===== config.mk =====
export PLATFORM = sky130hd
export DESIGN_NAME = fglz_front
export DESIGN_NICKNAME = d
export VERILOG_FILES = /design/src/hdl/fglz_pkg.sv /design/src/hdl/fglz_front.sv
export SDC_FILE = /design/constraint.sdc
export NUM_CORES = 1
export LEC_CHECK = 0
export ABC_AREA = 1
export BUFFER_PORTS_ARGS = -buffer_cell sky130_fd_sc_hd__buf_2
export CAP_MARGIN = 20
export CORE_UTILIZATION = 55
export CTS_BUF_LIST = sky130_fd_sc_hd__clkbuf_16
export DETAILED_ROUTE_END_ITERATION = 12
export GPL_TIMING_DRIVEN = 0
export PLACE_DENSITY = 0.84
export SYNTH_ARGS = -nofsm -noshare
export SYNTH_HDL_FRONTEND = slang
export SYNTH_SLANG_ARGS = --single-unit

===== constraint.sdc =====
create_clock -name clock -period 21.3 [get_ports clock]
set_input_delay 3.195 -clock clock [delete_from_list [all_inputs] [get_ports clock]]
set_output_delay 3.195 -clock clock [all_outputs]
set_load 0.1 [all_outputs]

===== src/hdl/fglz_pkg.sv =====
// fglz_pkg: shared types and constants of the flag-group lz decompressor
// no dependencies
`timescale 1ns / 1ps
package fglz_pkg;
   localparam int WindowBytesDefault = 4096;
   localparam int HeaderBytesDefault = 16;

   localparam logic [2:0] ST_OK        = 3'd0;
   localparam logic [2:0] ST_BAD_MAGIC = 3'd1;
   localparam logic [2:0] ST_ZERO_SIZE = 3'd2;
   localparam logic [2:0] ST_OVER_LIM  = 3'd3;
   localparam logic [2:0] ST_TRUNC     = 3'd4;
   localparam logic [2:0] ST_BEFORE    = 3'd5;
   localparam logic [2:0] ST_OVERFLOW  = 3'd6;

   localparam logic [0:0] REG_MAX_OUTPUT_SIZE = 1'd0;

   typedef struct packed {
      logic [7:0] in_byte;
      logic       in_last;
   } req_type;

   typedef struct packed {
      logic [7:0] out_byte_0;
      logic [7:0] out_byte_1;
      logic [7:0] out_byte_2;
      logic [7:0] out_byte_3;
      logic [7:0] out_byte_4;
      logic [7:0] out_byte_5;
      logic [7:0] out_byte_6;
      logic [7:0] out_byte_7;
      logic [3:0] byte_count;
      logic       run_last;
      logic       stream_done;
      logic [2:0] status;
   } rsp_type;

   // command from the parser to the copy engine
   typedef struct packed {
      logic        is_copy;    // else literal or status-only
      logic [7:0]  lit;
      logic [11:0] dist_m1;
      logic [8:0]  len;
      logic        emit_lit;
      logic [2:0]  status;     // nonzero: status result
      logic        trunc;      // append truncated status
      logic        last;       // restart stream afterwards
      logic        has_rsp;    // produces at least one result
   } cmd_type;
endpackage


===== src/hdl/fglz_front.sv =====
// fglz_front: header check and token parsing, issues commands to the back end
// depends on fglz_pkg
`timescale 1ns / 1ps
module fglz_front import fglz_pkg::*; #(
   parameter int HEADER_BYTES = HeaderBytesDefault
) (
   input  logic        clock,
   input  logic        reset,
   input  logic        req_push,
   output logic        req_full,
   input  req_type     req_data,
   input  logic [31:0] max_size,
   output logic        cmd_valid,
   input  logic        cmd_ready,
   output cmd_type     cmd,
   output logic [31:0] decl_size
);
   localparam int HW = $clog2(HEADER_BYTES + 1);

   typedef enum logic [5:0] {
      PH_HEADER = 6'b000001, PH_FLAG = 6'b000010, PH_TOKEN = 6'b000100,
      PH_REF2 = 6'b001000, PH_REF3 = 6'b010000, PH_HALT = 6'b100000
   } phase_type;

   phase_type   phase_ff, phase_in;
   logic [HW-1:0] hpos_ff, hpos_in;
   logic        magic_bad_ff, magic_bad_in;
   logic [31:0] decl_ff, decl_in;
   logic [32:0] wr_ff, wr_in;   // bytes issued, tracked here to classify
   logic [7:0]  flags_ff, flags_in;
   logic [3:0]  left_ff, left_in;
   logic [7:0]  ref_a_ff, ref_a_in, ref_b_ff, ref_b_in;
   logic        fin_ff, fin_in;
   cmd_type     c;
   logic [7:0]  b;
   logic [7:0]  magic_ch;
   logic [8:0]  clen;
   logic        do_copy;
   logic [12:0] ref_dist;
   logic [33:0] wr_end;

   assign req_full = !cmd_ready;
   assign b = req_data.in_byte;
   assign decl_size = decl_ff;

   always_comb begin
      unique case (hpos_ff[1:0])
         2'd0: magic_ch = 8'h59;
         2'd1: magic_ch = 8'h61;
         2'd2: magic_ch = 8'h7A;
         default: magic_ch = 8'h30;
      endcase
   end

   always_comb begin
      phase_in = phase_ff; hpos_in = hpos_ff; magic_bad_in = magic_bad_ff;
      decl_in = decl_ff; wr_in = wr_ff; flags_in = flags_ff; left_in = left_ff;
      ref_a_in = ref_a_ff; ref_b_in = ref_b_ff; fin_in = fin_ff;
      c = '0;
      do_copy = 1'b0; clen = '0;
      ref_dist = {1'b0, ref_a_ff[3:0], ref_b_ff} + 13'd1;
      wr_end = '0;
      unique case (phase_ff)
         PH_HEADER: begin
            if (hpos_ff < HW'(4)) begin
               if (b != magic_ch) magic_bad_in = 1'b1;
            end else if (hpos_ff < HW'(8)) begin
               decl_in = {decl_ff[23:0], b};
            end
            hpos_in = hpos_ff + HW'(1);
            if (hpos_in >= HW'(HEADER_BYTES)) begin
               if (magic_bad_in) c.status = ST_BAD_MAGIC;
               else if (decl_in == '0) c.status = ST_ZERO_SIZE;
               else if (decl_in > max_size) c.status = ST_OVER_LIM;
               else phase_in = PH_FLAG;
               if (c.status != ST_OK) begin
                  fin_in = 1'b1; phase_in = PH_HALT;
               end
            end
         end
         PH_FLAG: begin
            flags_in = b; left_in = 4'd8; phase_in = PH_TOKEN;
         end
         PH_TOKEN: begin
            if (flags_ff[7]) begin
               if (wr_ff >= {1'b0, max_size}) begin
                  c.status = ST_OVERFLOW; fin_in = 1'b1; phase_in = PH_HALT;
               end else begin
                  c.emit_lit = 1'b1; c.lit = b;
                  wr_in = wr_ff + 33'd1;
               end
            end else begin
               ref_a_in = b; phase_in = PH_REF2;
            end
         end
         PH_REF2: begin
            ref_b_in = b;
            if (ref_a_ff[7:4] != 4'd0) begin
               do_copy = 1'b1; clen = {5'd0, ref_a_ff[7:4]} + 9'd2;
            end else phase_in = PH_REF3;
         end
         PH_REF3: begin
            do_copy = 1'b1; clen = {1'b0, b} + 9'd18;
         end
         default: ;
      endcase
      if (do_copy) begin
         ref_dist = {1'b0, ref_a_ff[3:0], ref_b_in} + 13'd1;
         wr_end = {1'b0, wr_ff} + {25'd0, clen};
         if ({20'd0, ref_dist} > wr_ff) begin
            c.status = ST_BEFORE; fin_in = 1'b1; phase_in = PH_HALT;
         end else if (wr_end > {2'b0, max_size}) begin
            c.status = ST_OVERFLOW; fin_in = 1'b1; phase_in = PH_HALT;
         end else begin
            c.is_copy = 1'b1; c.len = clen;
            c.dist_m1 = {ref_a_ff[3:0], ref_b_in};
            wr_in = wr_end[32:0];
         end
      end
      if (c.emit_lit || c.is_copy) begin
         flags_in = {flags_ff[6:0], 1'b0};
         left_in = (left_ff != 4'd0) ? left_ff - 4'd1 : 4'd0;
         phase_in = (left_in != 4'd0) ? PH_TOKEN : PH_FLAG;
         if (wr_in >= {1'b0, decl_ff}) begin
            fin_in = 1'b1; phase_in = PH_HALT;
         end
      end
      c.last = req_data.in_last;
      c.trunc = req_data.in_last && !fin_in;
      c.has_rsp = c.emit_lit || c.is_copy || (c.status != ST_OK) || c.trunc;
      if (req_data.in_last) begin
         phase_in = PH_HEADER; hpos_in = '0; magic_bad_in = 1'b0; decl_in = '0;
         wr_in = '0; flags_in = '0; left_in = '0; ref_a_in = '0; ref_b_in = '0;
         fin_in = 1'b0;
      end
   end

   always_ff @(posedge clock) begin
      if (reset) begin
         phase_ff <= PH_HEADER; hpos_ff <= '0; magic_bad_ff <= 1'b0;
         decl_ff <= '0; wr_ff <= '0; flags_ff <= '0; left_ff <= '0;
         ref_a_ff <= '0; ref_b_ff <= '0; fin_ff <= 1'b0;
      end else if (req_push && cmd_ready) begin
         phase_ff <= phase_in; hpos_ff <= hpos_in; magic_bad_ff <= magic_bad_in;
         decl_ff <= decl_in; wr_ff <= wr_in; flags_ff <= flags_in;
         left_ff <= left_in; ref_a_ff <= ref_a_in; ref_b_ff <= ref_b_in;
         fin_ff <= fin_in;
      end
   end

   // a closing request always goes down so the back end restarts its count
   assign cmd_valid = req_push && cmd_ready && (c.has_rsp || c.last);
   always_comb begin
      cmd = c;
      cmd.lit = c.lit;
      // stream_done per result is decided in the back end against the size
   end
endmodule


### Word-level counts from Yosys, hierarchy flattened

Index checks and enable logic that the tools add are counted.

| cells by class | value |
|---|---|
| add/subtract/negate cells | 7 |
| $lt $le $gt $ge | 8 |
| equality and inequality tests | 9 |
| muxes and demuxes | 86 |
| reductions and logical operators | 22 |

Operators with widths:

| cell | number |
|---|---|
| 33-bit 2-to-1 mux | 7 |
| 32-bit 2-to-1 mux | 5 |
| 8-bit 2-to-1 mux | 11 |
| 6-bit 2-to-1 mux | 14 |
| 33-bit by 32-bit greater-or-equal comparator with 1-bit output | 2 |
| 21-bit 2-to-1 mux | 3 |
| 33-bit by 9-bit adder with 34-bit output | 1 |
| 34-bit by 32-bit > comparator with 1-bit output | 1 |
| 33-bit by 1-bit adder with 33-bit output, second input constant | 1 |
| 13-bit by 33-bit > comparator with 1-bit output | 1 |
| 32-bit > comparator | 1 |
| 32-bit zero test | 1 |
| 3-bit 2-to-1 mux | 8 |
| 6-bit case mux with 4 select lines | 1 |
| 1-bit 2-to-1 mux | 21 |
| 7-bit case mux with 3 select lines | 1 |
| 4-bit 2-to-1 mux | 5 |
| 9-bit case mux with 2 select lines | 1 |
| 5-bit 2-to-1 mux | 3 |
| 12-bit by 1-bit adder with 13-bit output, second input constant | 1 |
| 4-bit nonzero test | 3 |
| 8-bit by 5-bit adder with 9-bit output, second input constant | 1 |
| 3-bit nonzero test | 3 |
| 8-bit inequality test | 1 |
| other kinds (24) | 35 |

| word-level totals | value |
|---|---|
| bits in registers | 106 |
| output and inout port bits | 71 |
| word-level logic and storage cells | 142 |

### Logic depth before layout (Yosys ltp)

| logic depth | value |
|---|---|
| depth in word-level cells | 24 |
| mapped depth | 61 |
| mapped depth without buffers | 58 |

### Worst setup path after synthesis

No wires, ideal clock.

| timing path | value |
|---|---|
| kind | input-to-output |
| start point | input req_data[2] (netlist name) |
| end point | output cmd[0] (netlist name) |
| arrival time | 9.743 ns |
| data required time | 18.105 ns |
| slack | 8.362 ns |
| cell stages on the path | 46 |
| path buffers | 1 |
| path through | inv_1 nor3_1 or2_2 nand3_1 inv_1 nor3_1 ha_1 a21o_1 a21boi_0 o21ai_2 nand2_1 nor2_1 nand2_1 xor2_1 inv_1 ha_1 nand2_1 inv_1 (+10 left out) inv_2 buf_2 nand2_1 o21a_1 ha_1 a21oi_1 o21ai_0 a21oi_1 nand2_1 nand2_1 nand2_1 nand2_1 nand2_1 a21oi_1 nand2_1 nand2_2 nand2_2 o21ai_1 |

RTL lines:

| what | line | text |
|---|---|---|
| start: declaration | fglz_front.sv:11 | `input req_type req_data,` |
| end: declaration | fglz_front.sv:15 | `output cmd_type cmd,` |

==> summary.txt <==
status: completed
post-CTS setup repair buffer count: 0
Ports: 116
startpoint type of the worst setup path: input pin
drt drc: 0
Crit Path Category: in -> out
Final period util: 66.6%
Avg WL per Cell: 18.7 um
ANT nets after route: 0
main flop type after synthesis: dfxtp_1
layout cells sized above 1: 11.5%
clk root buf: clkbuf_16
final wirelength: 41600 um
fin crit period: 14180 ps
Synth area leader: dfxtp_1
number of global-route vias before repair: 11800
cell-internal power: 307 uW
Post-Syn Instances: 1823
max-cap violation count: 0
most frequent cells in the layout: nand2_1 (514), inv_1 (267), a21oi_1 (176), ha_1 (160), buf_2 (129)
Hold Crit Depth: 2
Syn Nets: 2029
Worst-Skew Late Latency: 370 ps
DR iter-0 viols: 1397
via-per-instance ratio: 5.80
Placement Cell Area: 12400 sq um
mapped cell area: 11500 sq um
Psw: 132 uW
crit-path max cell delay: 460 ps
Synth top area share: 18.4%
register area share after synthesis: 18.4%
slowest stage cell on the critical path: buf_2
fin nets: 2154
Yosys reg bits: 106
CTS clock-pin slew for the worst setup and hold paths: 90 ps
H-Tree Depth: 3
post_cts resized: 0
synth top area cells: dfxtp_1 (18%), ha_1 (17%), nand2_1 (17%)
max-slew violations: 0
combinational share of power: 12.0%
Post-synth EDFFs: 0
Worst Path Required: 18110 ps
die area: 21500 sq um
global route overflow: 0
CTS tree: done
HPWL after detailed placement: 34200 um
final-report hold violation count: 0
first-pass GRT wire length: 64400 um
area grow syn2layout: 10.6%
setup violators final: 0
cts bufs inserted: 9
antenna violations before repair: 0
# hold bufs at CTS: 0
crit-path max FO: 10
core outline area: 20400 sq um
gr usage total: 38.7%
Seq pwr share: 45.4%
site row count: 52
CP Capture Type: output port
ys async rst share: 0%
RSZ-0062 raised after global routing: no
PortBufs: 114
power per cell area: 34.5 nW/um^2
layout filler cell count: 2010
design area: 12700 sq um
maximum VDD drop: 0.0401 mV
clock buffer depth: 2
Die H: 147 um
Fin Setup TNS: 0 ps
Setup Skew: 16.0 ps
Arr. time, crit path: 10980 ps
first-pass iteration count of the detailed router: 6
clock network power share: 42.6%
clk sinks: 106
P_leak: 0.00654 uW
initial core utilization: 56.6%
r2r setup slk: 13450 ps
largest net degree at the start of global routing: 21
ant diodes: 0
synth warn: 0
Sw Share: 30.1%
gpl congestion: 1.02
vias post-DR: 12900
commonest non-fill, non-tap cell in the layout: nand2_1
Reg2Reg Depth: 54
Worst Hold Class: reg -> reg
slew of the pin with the lowest slew margin: 1170 ps
die width: 147 um
worst slew margin relative to its limit: 21.4%
fmax: 0.0705 GHz
Avg Cell Area, Syn: 6.32 sq um
cell mode on critical path: nand2_1
Yosys cell types: 57
-- cells by family after synthesis --
family                     count (synthesis)  share of synthesized area [%]
buffers and inverters                    332                           11.5
and+or+nand+nor                          840                           32.3
xor gates and xnor gates                  63                           4.79
AOI/OAI and AO/OA                        321                           15.5
adders and majority gates                161                           17.5
DFF                                      106                           18.4
-- final cells by class --
cell class              instances  area, sq um  area share (%)
multi-input cells            1385         8080            63.4
flip-flops and latches        106         2120            16.6
inverters                     276         1040            8.13
repair buffers                114          571            4.48
well taps                     270          338            2.65
plain buffers                  56          285            2.24
clock buffers                   9          225            1.77
clock inverters                 7         92.6           0.726
-- worst max-delay path: cells and delay by family --
family / cells / cell delay (ps)
adders and majority gates: 3 / 970
buffers and inverters: 10 / 1620
and+or+nand+nor: 35 / 3800
xor gates and xnor gates: 1 / 240
AOI/OAI and AO/OA: 6 / 1100
-- Yosys cell counts, types with 3 or more instances --
cell type / instances
buf_2: 15
o21a_1: 19
nor4_1: 16
nand2_2: 7
a211oi_1: 5
a21o_1: 4
o21ai_2: 8
o21ai_1: 19
xor2_1: 59
clkbuf_1: 30
a21oi_2: 3
nand3_2: 3
inv_2: 7
a31oi_1: 3
o21ai_0: 58
nor4_2: 5
inv_1: 267
or2_2: 10
o211ai_1: 8
nor3_1: 37
a22oi_1: 3
buf_4: 8
o22ai_1: 5
dfxtp_1: 106
nor2_1: 117
nor2_2: 6
xnor2_1: 4
ha_1: 160
and2_1: 4
a21oi_1: 176
nand2_1: 514
nand4_1: 28
nand3_1: 68
nor3_2: 9
-- routing by layer --
layer	vias to the layer above	part of all wire, %	global-route usage (%)
li1	6181	-	-
met4	0	3.0	12.9
met5	-	0	0
met3	88	11	6.37
met1	5918	43	54.5
met2	696	43	59.6
-- stage by stage --
stage               hold WS, ps  worst slack (ps)  utilization, %  power [uW]  std cells
CTS                         468              7290            62.6         435       2223
global placement            447              7360            61.0         254       2207
detailed placement          455              7320            61.0         254       2207
global route                481              6700            62.6         449       2223
floorplan                   441              8360               -         235       1823
finish                      469              7120            62.6         439       2223
-- sequential cells by signal, indices dropped and copies added, names as in the netlist --
signal	flops
flags_ff	8
left_ff	4
decl_size	32
ref_b_ff	8
hpos_ff	5
wr_ff	33
magic_bad_ff	1
fin_ff	1
phase_ff	6
ref_a_ff	8
-- power groups by stage --
| stage | clock, uW | combinational, uW | sequential [uW] |
|---|---|---|---|
| after floorplan | 0 | 30.6 | 204 |
| after global placement | 0 | 49.4 | 204 |
| after detailed placement | 0 | 50.3 | 204 |
| after CTS | 185 | 50.6 | 199 |
| after global routing | 193 | 56.7 | 200 |
| final | 187 | 52.5 | 200 |
-- path summary, 6_finish.rpt --
check	start	end
worst max-delay path	req_data[4]	cmd[0]
worst min-delay path	flags_ff[5]	flags_ff[5]
worst max register to register	phase_ff[3]	fin_ff
worst min register to register	flags_ff[5]	flags_ff[5]
Power figures use the tool's default switching activity.
