## src/hdl/fglz_pkg.sv

```systemverilog
// fglz_pkg: shared types and constants of the flag-group lz decompressor
// no dependencies
`timescale 1ns / 1ps
package fglz_pkg;
   localparam int WindowBytesDefault = 4096;
   localparam int HeaderBytesDefault = 16;

   localparam logic [2:0] ST_OK        = 3'd0;
   localparam logic [2:0] ST_BAD_MAGIC = 3'd1;
   localparam logic [2:0] ST_ZERO_SIZE = 3'd2;
   localparam logic [2:0] ST_OVER_LIM  = 3'd3;
   localparam logic [2:0] ST_TRUNC     = 3'd4;
   localparam logic [2:0] ST_BEFORE    = 3'd5;
   localparam logic [2:0] ST_OVERFLOW  = 3'd6;

   localparam logic [0:0] REG_MAX_OUTPUT_SIZE = 1'd0;

   typedef struct packed {
      logic [7:0] in_byte;
      logic       in_last;
   } req_type;

   typedef struct packed {
      logic [7:0] out_byte_0;
      logic [7:0] out_byte_1;
      logic [7:0] out_byte_2;
      logic [7:0] out_byte_3;
      logic [7:0] out_byte_4;
      logic [7:0] out_byte_5;
      logic [7:0] out_byte_6;
      logic [7:0] out_byte_7;
      logic [3:0] byte_count;
      logic       run_last;
      logic       stream_done;
      logic [2:0] status;
   } rsp_type;

   // command from the parser to the copy engine
   typedef struct packed {
      logic        is_copy;    // else literal or status-only
      logic [7:0]  lit;
      logic [11:0] dist_m1;
      logic [8:0]  len;
      logic        emit_lit;
      logic [2:0]  status;     // nonzero: status result
      logic        trunc;      // append truncated status
      logic        last;       // restart stream afterwards
      logic        has_rsp;    // produces at least one result
   } cmd_type;
endpackage

```

## src/hdl/fglz_queue.sv

```systemverilog
// fglz_queue: small command queue between parser and copy engine
// depends on fglz_pkg
`timescale 1ns / 1ps
module fglz_queue import fglz_pkg::*; (
   input  logic    clock,
   input  logic    reset,
   input  logic    wr_valid,
   output logic    wr_ready,
   input  cmd_type wr_data,
   input  logic [31:0] wr_decl,
   output logic    rd_valid,
   input  logic    rd_ready,
   output cmd_type rd_data,
   output logic [31:0] rd_decl
);
   cmd_type     mem_ff [2];
   logic [31:0] decl_ff [2];
   logic        wp_ff, rp_ff;
   logic [1:0]  cnt_ff;

   assign wr_ready = cnt_ff != 2'd2;
   assign rd_valid = cnt_ff != 2'd0;
   assign rd_data = mem_ff[rp_ff];
   assign rd_decl = decl_ff[rp_ff];

   always_ff @(posedge clock) begin
      if (wr_valid && wr_ready) begin
         mem_ff[wp_ff] <= wr_data;
         decl_ff[wp_ff] <= wr_decl;
      end
   end

   always_ff @(posedge clock) begin
      if (reset) begin
         wp_ff <= 1'b0; rp_ff <= 1'b0; cnt_ff <= '0;
      end else begin
         if (wr_valid && wr_ready) wp_ff <= !wp_ff;
         if (rd_valid && rd_ready) rp_ff <= !rp_ff;
         cnt_ff <= cnt_ff + {1'b0, wr_valid && wr_ready} - {1'b0, rd_valid && rd_ready};
      end
   end
endmodule

```

## config.mk

```make
export PLATFORM = sky130hd
export DESIGN_NAME = fglz_queue
export DESIGN_NICKNAME = d
export VERILOG_FILES = /design/src/hdl/fglz_pkg.sv /design/src/hdl/fglz_queue.sv
export SDC_FILE = /design/constraint.sdc
export NUM_CORES = 1
export LEC_CHECK = 0
export ABC_CLOCK_PERIOD_IN_PS = 3700
export BUFFER_PORTS_ARGS = -buffer_cell sky130_fd_sc_hd__buf_2
export CAP_MARGIN = 10
export CORE_AREA = 2 2 149 151
export DETAILED_ROUTE_END_ITERATION = 6
export DIE_AREA = 0 0 151 153
export GPL_ROUTABILITY_DRIVEN = 0
export PLACE_DENSITY = 0.46
export SLEW_MARGIN = 15
export SYNTH_ARGS = -nofsm -noshare
export SYNTH_HDL_FRONTEND = slang
export SYNTH_SLANG_ARGS = --single-unit
```

## constraint.sdc

```tcl
create_clock -name clock -period 3.7 [get_ports clock]
set_input_delay 0.555 -clock clock [delete_from_list [all_inputs] [get_ports clock]]
set_output_delay 0.555 -clock clock [all_outputs]
set_load 0.03 [all_outputs]
```

**Word level (Yosys, flattened, before mapping)**

Memory sizes are Yosys's and may differ from the RTL's. A register that Yosys moved wholly into a read port is not among the register bits.
Index checks and enable logic that the tools add are counted.
Widths: inputs -> output; s select.

- Eq/ne operators: 1
- Mux-type cells: 6
- $mul: 0
- Shifts and indexed selects: 0
- Add/subtract/negate cells: 2
- Bitwise logic cells: 0
- Reductions and logical operators: 5
- Divide/modulo/power cells: 0
- $lt $le $gt $ge: 0

Operators with widths:

| kind | count |
|---|---|
| $mux 1 | 6 |
| $add 2x1->2 | 1 |
| $logic_and 1x1->1 | 2 |
| $logic_not 1->1 | 2 |
| $ne 2x2->1 const B | 1 |
| $reduce_bool 2->1 | 1 |
| $sub 2x1->2 | 1 |

- Memories kept: 2
- Memory bits (read-only): 0
- Bits in registers: 4
- Input bits: 73
- RAM bits: 138
- Latch bits: 0

Memories:

| memory | depth | bits a word | rd ports | clocked after memory_dff | wr ports | line | source |
|---|---|---|---|---|---|---|---|
| mem_ff | 2 | 37 | 1 | 1 | 1 | fglz_queue.sv:16 | `cmd_type mem_ff [2];` |
| decl_ff | 2 | 32 | 1 | 1 | 1 | fglz_queue.sv:17 | `logic [31:0] decl_ff [2];` |

**Logic depth before layout (Yosys ltp)**

Gate-level depths: netlist (run 1).

- Depth after elaboration: 4
- Depth in mapped cells: 6

**Worst setup path after synthesis (run 1)**

OpenSTA, ideal clock, no wires.

- Kind: register -> register
- Start: register cnt_ff[0]
- End: memory decl_ff[1][0] (enable)
- Setup slack: 0.792 ns
- Period minus slack after synthesis: 2.908 ns
- Arrival time: 2.473 ns
- Cell stages (with the launch flop): 3
- Setup time: 0.435 ns
- Path buffers: 0
- Path through: dfxtp_1 -> nand2b_1 -> and3_1

- Longest elaborated chain between the ends: 4

Ends and longest elaborated chain:

| what | line | source |
|---|---|---|
| from (decl) | fglz_queue.sv:19 | `logic [1:0] cnt_ff;` |
| from (signal assigned) | fglz_queue.sv:39 | `cnt_ff <= cnt_ff + {1'b0, wr_valid && wr_ready} - {1'b0, rd_valid && rd_ready};` |
| $ne 2x2->1 | fglz_queue.sv:21 | `assign wr_ready = cnt_ff != 2'd2;` |
| net wr_ready | fglz_queue.sv:8 | `output logic wr_ready,` |
| $logic_and 1x1->1 | fglz_queue.sv:27 | `if (wr_valid && wr_ready) begin` |
| $mux 1 | fglz_queue.sv:27 |  |
| $mux 1 (implied by the code) | fglz_queue.sv:29 | `decl_ff[wp_ff] <= wr_decl;` |
| to (decl) | fglz_queue.sv:17 |  |

The timed path passes the listed nets, and every way through them passes these cells.

==> results of run 1 <==
## kinds of logic after synthesis
family,after synthesis,share of synthesized area
AND/OR/NAND/NOR,15,0.0164
multiplexers,69,0.152
XOR/XNOR,1,0.00167
adder cells (fa/ha/maj),1,0.00238
AO/OA/AOI/OAI,6,0.00833
buffers and inverters,9,0.0119
flip-flops,143,0.807
## registers in the layout, indices dropped and copies added (netlist names), named ones only
signal   cells
cnt_ff       2
rp_ff        1
decl_ff     64
mem_ff      74
wp_ff        1
## power by group through the flow
stage	logic, mW	registers (mW)	clock network, mW
final	1.04	2.10	1.60
after global routing	1.11	2.13	1.74
after CTS	1.07	2.11	1.67
after detailed placement	1.06	2.14	0
after global placement	1.05	2.13	0
after floorplan	0.854	2.04	0
## layout make-up
| class | count | area share |
|---|---|---|
| Clock inverter | 12 | 0.0179 |
| Clock buffer | 18 | 0.0627 |
| Tap cell | 280 | 0.0512 |
| Timing Repair Buffer | 144 | 0.107 |
| Multi-Input combinational cell | 92 | 0.140 |
| Sequential cell | 143 | 0.620 |
| Inverter | 1 | 0.000731 |
## cell usage in the layout (no fill, tap or decap), drive strengths merged
| cell type | count |
|---|---|
| clkbuf | 18 |
| nor4 | 1 |
| bufinv | 2 |
| nor3 | 1 |
| ha | 1 |
| nor2b | 2 |
| a21oi | 1 |
| or2 | 1 |
| nor4bb | 1 |
| xor2 | 1 |
| clkinvlp | 1 |
| and3 | 2 |
| clkinv | 10 |
| o21ai | 2 |
| nand3b | 1 |
| nand3 | 1 |
| o31a | 1 |
| nor2 | 4 |
| buf | 144 |
| mux2 | 69 |
| nand2b | 1 |
| a21bo | 1 |
| dfxtp | 5 |
| o21ba | 1 |
| edfxtp | 138 |
## routing by layer
metal,vias to the layer above,track usage,part of all wire
met5,-,0,0
met4,0,0.0307,0.011
li1,1276,-,-
met2,92,0.152,0.50
met3,8,0.0388,0.067
met1,1374,0.106,0.43
## worst min-delay path by stage
| stage | slack [ns] | end | start |
|---|---|---|---|
| after detailed placement | 0.50 | register | rp_ff |
| after global routing | 0.31 | mem_ff[1][25] | wr_data[25] |
| after global placement | 0.49 | rp_ff | rp_ff |
| after floorplan | 0.47 | register | rp_ff |
| final | 0.33 | decl_ff[0][13] | wr_decl[13] |
| after CTS | 0.31 | mem_ff[1][25] | wr_data[25] |
## critical path, delay by kind of cell (launching register included)
kind	cells	cell delay, ns
multiplexers	1	0.45
flip-flops	1	1.02
buffers and inverters	1	0.18
## stage by stage
step	instances	instance area, sq um	hold slack (ns)	setup WS [ns]	total power, mW
finish	690	6850	0.331	1.05	4.75
global placement	660	6290	0.488	1.44	3.19
global route	690	6850	0.306	0.902	4.98
detailed placement	660	6290	0.498	1.42	3.20
floorplan	244	5260	0.472	0.792	2.89
CTS	690	6850	0.305	0.966	4.84
==> results.txt, run 1 <==
The worst-skew pair later-pin latency is 0.40 ns. The endpoint identified for the worst register-to-register timing path is decl_ff[1][20]. The residual overflow from global routing came out at 0. The critical path ends at rd_decl[31].

The number of library cell types mapped by synthesis came out at 24. The slowest stage of the critical path is the sky130_fd_sc_hd__dfxtp_4 cell. Registers take 4250 sq um.

The effective utilization at floorplan came out at 0.245. Clock tree synthesis selected as its root buffer the cell sky130_fd_sc_hd__clkbuf_16. After filler insertion, the fill cell instance count of the layout stands at 2,124. The flow ran to the end, and the final reports show no timing, DRC or antenna violations. The number of buffers created by CTS is 17.

The count of cells along the worst register-to-register path is 2. The synthesized design contains 143 register bits. The critical path is of the register to primary output type. The max-slew headroom at the worst pin is 0.304. The worst-case clock buffer depth is 2. The number of nets in the layout is 473. The count of synthesis-stage warnings from yosys came out at 0.

The maximum clock frequency came out at 378 MHz. TritonCTS built the clock tree. The area overhead of the layout relative to synthesis is 30.2%. The worst setup path is captured at a primary output. The total wire length is 10,300 microns. The most area-hungry cell type in the Yosys netlist is sky130_fd_sc_hd__edfxtp_1.

The number of global-route vias before repair is 3,000. The number of maximum-capacitance constraint violations is 0. The floorplan step defined a die boundary enclosing 23,100 sq um.

In this run the post-CTS setup repair buffer count came out at 0. The sequential fraction of design power came out at 0.442. The cell leakage power came out at 2.51 nW. The combinational share of power came out at 0.220.

Port buffering added 143 buffers. The post-cts repair resize count came out at 0. The worst endpoint data arrival time came out at 2.09 ns. The total iterations of the first detailed-routing run is 4.

In this run the horizontal extent of the chip is 151 microns. The final period utilization came out at 0.715. The synthesized instance count came out at 244. The highest net fanout along the worst path came out at 69. The sink count of the clock tree came out at 143. For the final database, setup skew stands at 0.00727 ns. The final number of max-transition violations is 0.

The total negative setup slack is 0 ns. The half-perimeter wire length after placement is 6260 microns. Setup repair after global routing left no endpoint under its margin. The post-layout utilization of the core is 0.319. The post-synthesis cell area came out at 5260 sq um. The net switching power is 1.40 mW.

The clock slew seen by the registers of the worst setup and hold paths came out at 0.06 ns. The antenna violation net count after detailed routing came out at 0. The highest cell delay on the worst timing path came out at 1.02 ns.

In this run the worst hold path is classified as primary input to register. The die is 153 microns tall. The share of total power dissipated in the clock network is 0.338.

The switching fraction of total power came out at 0.295. The starting DRC count in detailed routing came out at 91. Setup violations remaining at the end of the flow were counted as 0. The area fraction of the dominant cell type after synthesis came out at 0.788.

The number of ports placed on the die boundary is 144. For this design the ratio of total power to cell area is 693 nW/um^2. The largest net degree at the start of global routing is 70. After detailed routing, the average wire length per cell comes to 14.9 microns.

In this run, synthesis inferred 138 flip-flops with an integrated enable. The mean number of vias per cell is 3.99. The diode insertion count for antenna repair is 0. The post-cts hold buffer count is 0.

The final hold violation count is 0. Among all flip-flop cells after synthesis, the most frequent one is sky130_fd_sc_hd__edfxtp_1. The first global-routing pass estimated 15,700 microns of wire. The maximum resistive drop on vdd came out at 280 uV. The share of flip-flops with an asynchronous set or reset after synthesis is 0. After synthesis, the most frequently instantiated cells are sky130_fd_sc_hd__edfxtp_1 (138), sky130_fd_sc_hd__mux2_2 (63), sky130_fd_sc_hd__mux2_4 (6), sky130_fd_sc_hd__buf_2 (5), sky130_fd_sc_hd__dfxtp_1 (5). STA classifies the critical path startpoint as a register. Traced cell by cell, the critical path runs through mux2_2, buf_2. Of the cells placed in the final design, the portion with a size suffix greater than 1 is 0.602. The global-route total usage across every layer is 0.0914. The number of nets handed over by synthesis was 318. The count of unresolved DRC violations after routing is 0. The most used standard cell by instance count after synthesis is sky130_fd_sc_hd__edfxtp_1. The total vias in the final route came out at 2,750.

The final critical path time including I/O delays and setup came out at 2.65 ns. The cell row count is 54. The core outline area is 21,500 sq um. The required time at the worst-slack endpoint is 3.14 ns. The worst register-to-register path begins at cnt_ff[0]. The instance count along the most critical hold path came out at 1.

The post-synthesis average cell area is 21.5 sq um. The area of combinational cells with multiple inputs is 956 sq um. The post-synthesis sequential area ratio came out at 0.807. The flop-to-flop setup slack is 1.71 ns. By area the synthesized netlist is led by sky130_fd_sc_hd__edfxtp_1 (79%), sky130_fd_sc_hd__mux2_2 (13%), sky130_fd_sc_hd__dfxtp_1 (1.9%). The design internal power is 3.35 mW. The number of antenna violations at the first check in global routing came out at 0.

The clock tree synthesis step divided the H-tree into 4 levels. At the pin with the least slew margin, the transition time is 1.04 ns.
(Power assumes the default switching activity.)
==> run 2, diff against run 1 <==
--- a/config.mk
+++ b/config.mk
@@ -5,14 +5,14 @@
 export SDC_FILE = /design/constraint.sdc
 export NUM_CORES = 1
 export LEC_CHECK = 0
-export ABC_CLOCK_PERIOD_IN_PS = 3700
+export ABC_CLOCK_PERIOD_IN_PS = 2150
 export BUFFER_PORTS_ARGS = -buffer_cell sky130_fd_sc_hd__buf_2
 export CAP_MARGIN = 10
 export CORE_AREA = 2 2 149 151
 export DETAILED_ROUTE_END_ITERATION = 6
 export DIE_AREA = 0 0 151 153
 export GPL_ROUTABILITY_DRIVEN = 0
-export PLACE_DENSITY = 0.46
+export PLACE_DENSITY = 0.48
 export SLEW_MARGIN = 15
 export SYNTH_ARGS = -nofsm -noshare
 export SYNTH_HDL_FRONTEND = slang
==> constraint.sdc (replaced) <==
create_clock -name clock -period 2.15 [get_ports clock]
set_input_delay 0.3225 -clock clock [delete_from_list [all_inputs] [get_ports clock]]
set_output_delay 0.3225 -clock clock [all_outputs]
set_load 0.03 [all_outputs]
==> run 2 against run 1 <==
Sequential power rose by 65%. Via count up 1.7%. First-iteration DRC count rose by 21%. Final area is 0.88% higher. Non-clock buffer count increased by 5. Final cell count up 1.2%. Wire length increased by 1.2%. Critical path depth is 1 higher. Hold slack got worse by 0.24 ns. Count of clock-buffer cells in the layout up 2. Largest cell class unchanged. Largest power group unchanged. Highest routed layer unchanged.
==> results.txt, run 2 (synthesized netlist as in run 1, its figures left out) <==
The run finished with clean final reports. The worst-case clock buffer depth came out at 2 (unchanged). met2 is the most crowded layer. TritonCTS built the clock tree.

The effective utilization at floorplan came out at 0.245 (unchanged). The post-layout utilization of the core was 0.321 (+0.00280). The residual overflow from global routing is 0 (unchanged). The flip-flop count of the largest register, all copies and words added is 74 (unchanged). The area overhead of the layout relative to synthesis came out at 31.4%. The largest net degree at the start of global routing is 37 (-47%). The number of antenna violations at the first check in global routing is 1 (+1).

The starting DRC count in detailed routing came out at 110 (+21%). The highest net fanout along the worst path is 33 (-52%). The max-slew headroom at the worst pin came out at 0.673 (+0.369). The cell leakage power came out at 2.53 nW (+0.46%). The sink count of the clock tree is 143 (unchanged).

The average wire per standard cell is 14.9 microns (about the same). The critical path endpoint category is a primary output. Setup repair after global routing left no endpoint under its margin. In this run the worst hold path is classified as primary input to register. Ranked by flip-flop count, first place goes to mem_ff. The final number of max-transition violations came out at 0 (unchanged). Leaving out fill and tap cells, the most frequent cell in the layout is sky130_fd_sc_hd__buf_2.

The ratio of total power to cell area is 1180 nW/um^2 (+70%). The number of fillers in the final layout is 2,139 (+0.71%). The core outline area came out at 21,500 sq um (unchanged). The number of nets in the layout is 478 (+1.1%). The top cell types in the final layout, fill and taps aside, are sky130_fd_sc_hd__buf_2 (143), sky130_fd_sc_hd__edfxtp_1 (138), sky130_fd_sc_hd__mux2_2 (63).

The die span in y was 153 microns (unchanged). The number of buffers created by CTS was 17 (unchanged). The fraction of met2 tracks used by global routing came out at 0.158 (+0.00671). The number of ports placed on the die boundary came out at 144 (unchanged). The maximum resistive drop on vdd is 489 uV (+75%).

The required time at the worst-slack endpoint is 1.83 ns (-1.31 ns). The share of post-route cells with drive strength above 1 came out at 0.602 (about the same). By startpoint and endpoint, the worst setup path is classified as register to primary output. The routing usage on met3 was 0.0385 (-0.000299). The number of buffers added on ports is 143 (unchanged). The slew of the pin with the lowest slew margin was 0.491 ns (-0.553 ns). The final hold violation count is 0 (unchanged). The final period utilization is 0.920. The die boundary width is 151 microns (unchanged). The wire length of the first global-routing pass is 16,100 microns (+2.3%). The tree is rooted in a sky130_fd_sc_hd__clkbuf_16. The post-cts hold buffer count is 0 (unchanged). The antenna violation net count after detailed routing is 0 (unchanged). The global-route total usage across every layer came out at 0.0940 (+0.00254).

The worst clock skew is 0.00616 ns (-0.00111 ns). The cell row count came out at 54 (unchanged). The die area is 23,100 sq um (unchanged). The maximum clock frequency came out at 505 MHz. The half-perimeter wire length after placement was 6760 microns (+8.1%). The global-route met1 utilization came out at 0.103 (-0.00335). The largest registers in the layout are mem_ff (74), decl_ff (64), cnt_ff (2).

The final critical path time including I/O delays and setup came out at 1.98 ns. The mean number of vias per cell came out at 4.01 (+0.51%). The worst setup path is launched from a register.

The total iterations of the first detailed-routing run came out at 6 (+2). The number of global-route vias before repair is 3,086 (+2.9%). The number of H-tree branching levels came out at 4 (unchanged). The worst-skew pair later-pin latency is 0.41 ns (about the same). The total negative setup slack is 0 ns (unchanged). The total wire length came out at 10,400 microns (+1.2%). The count of unresolved DRC violations after routing is 0 (unchanged). The worst endpoint data arrival time is 1.66 ns (-0.43 ns). The clock slew seen by the registers of the worst setup and hold paths is 0.06 ns (about the same). The total vias in the final route came to 2,796 (+1.7%).

The total of endpoints with negative setup slack in the final report is 0 (unchanged). The number of maximum-capacitance constraint violations came to 0 (unchanged).
[run 2: cell types whose count changed in the layout (fill, tap and decap cells not counted), sizes merged]
cell	before	now
buf	144	149
clkinvlp	1	4
clkbuf	18	20
clkinv	10	8
bufinv	2	1
diode	0	1
[run 2: per-stage QoR]
step	cell area (sq um)	power, mW	hold slack (ns)	setup slack, ns	std cells
2_1_floorplan	5270	4.98	0.392	0.0441	244
3_3_place_gp	6370	5.54	0.496	0.486	665
3_5_place_dp	6370	5.56	0.495	0.453	665
4_1_cts	6900	8.30	0.0660	0.0140	697
5_1_grt	6900	8.53	0.0691	0.0844	697
6_report	6910	8.13	0.0954	0.172	698
[run 2: area by class of cell]
type,count,area [sq um],share of cell area
multi-input combinational,92,963,0.139
clock buffer,20,437,0.0632
inverter,1,7.51,0.00109
antenna,1,2.50,0.000362
timing repair buffer,149,802,0.116
sequential,143,4250,0.615
clock inverter,12,96.3,0.0139
tap,280,350,0.0507
[run 2: critical path, stage by stage (launching register included)]
cell                      delay (ns)
sky130_fd_sc_hd__dfxtp_4        0.36
sky130_fd_sc_hd__buf_6          0.29
sky130_fd_sc_hd__mux2_2         0.39
sky130_fd_sc_hd__buf_2          0.18
[run 2: what timing repair did]
item	4_1_cts	5_1_grt
setup endpoints to repair	0	28
gates resized for setup	0	1
setup buffers	0	0
[run 2: worst paths after layout]
kind	from	endpoint	slack [ns]	cells after the start
setup reg to reg	cnt_ff[0]	mem_ff[0][20]	0.46	4
hold / removal	wr_data[11]	mem_ff[1][11]	0.1	1
setup / recovery	register	rd_data[21]	0.17	3
hold reg to reg	rp_ff	rp_ff	0.51	2
[run 2: where the power goes]
group          internal, mW  switching, mW  total [mW]
clock                  1.57           1.10        2.67
sequential             3.39         0.0776        3.46
combinational         0.731           1.26        1.99
[run 2: layer usage]
metal / vias to the layer above / wire length [microns]
met4: 0 / 184
met3: 20 / 736
li1: 1294 / -
met2: 87 / 5260
met5: - / 0
met1: 1395 / 4220
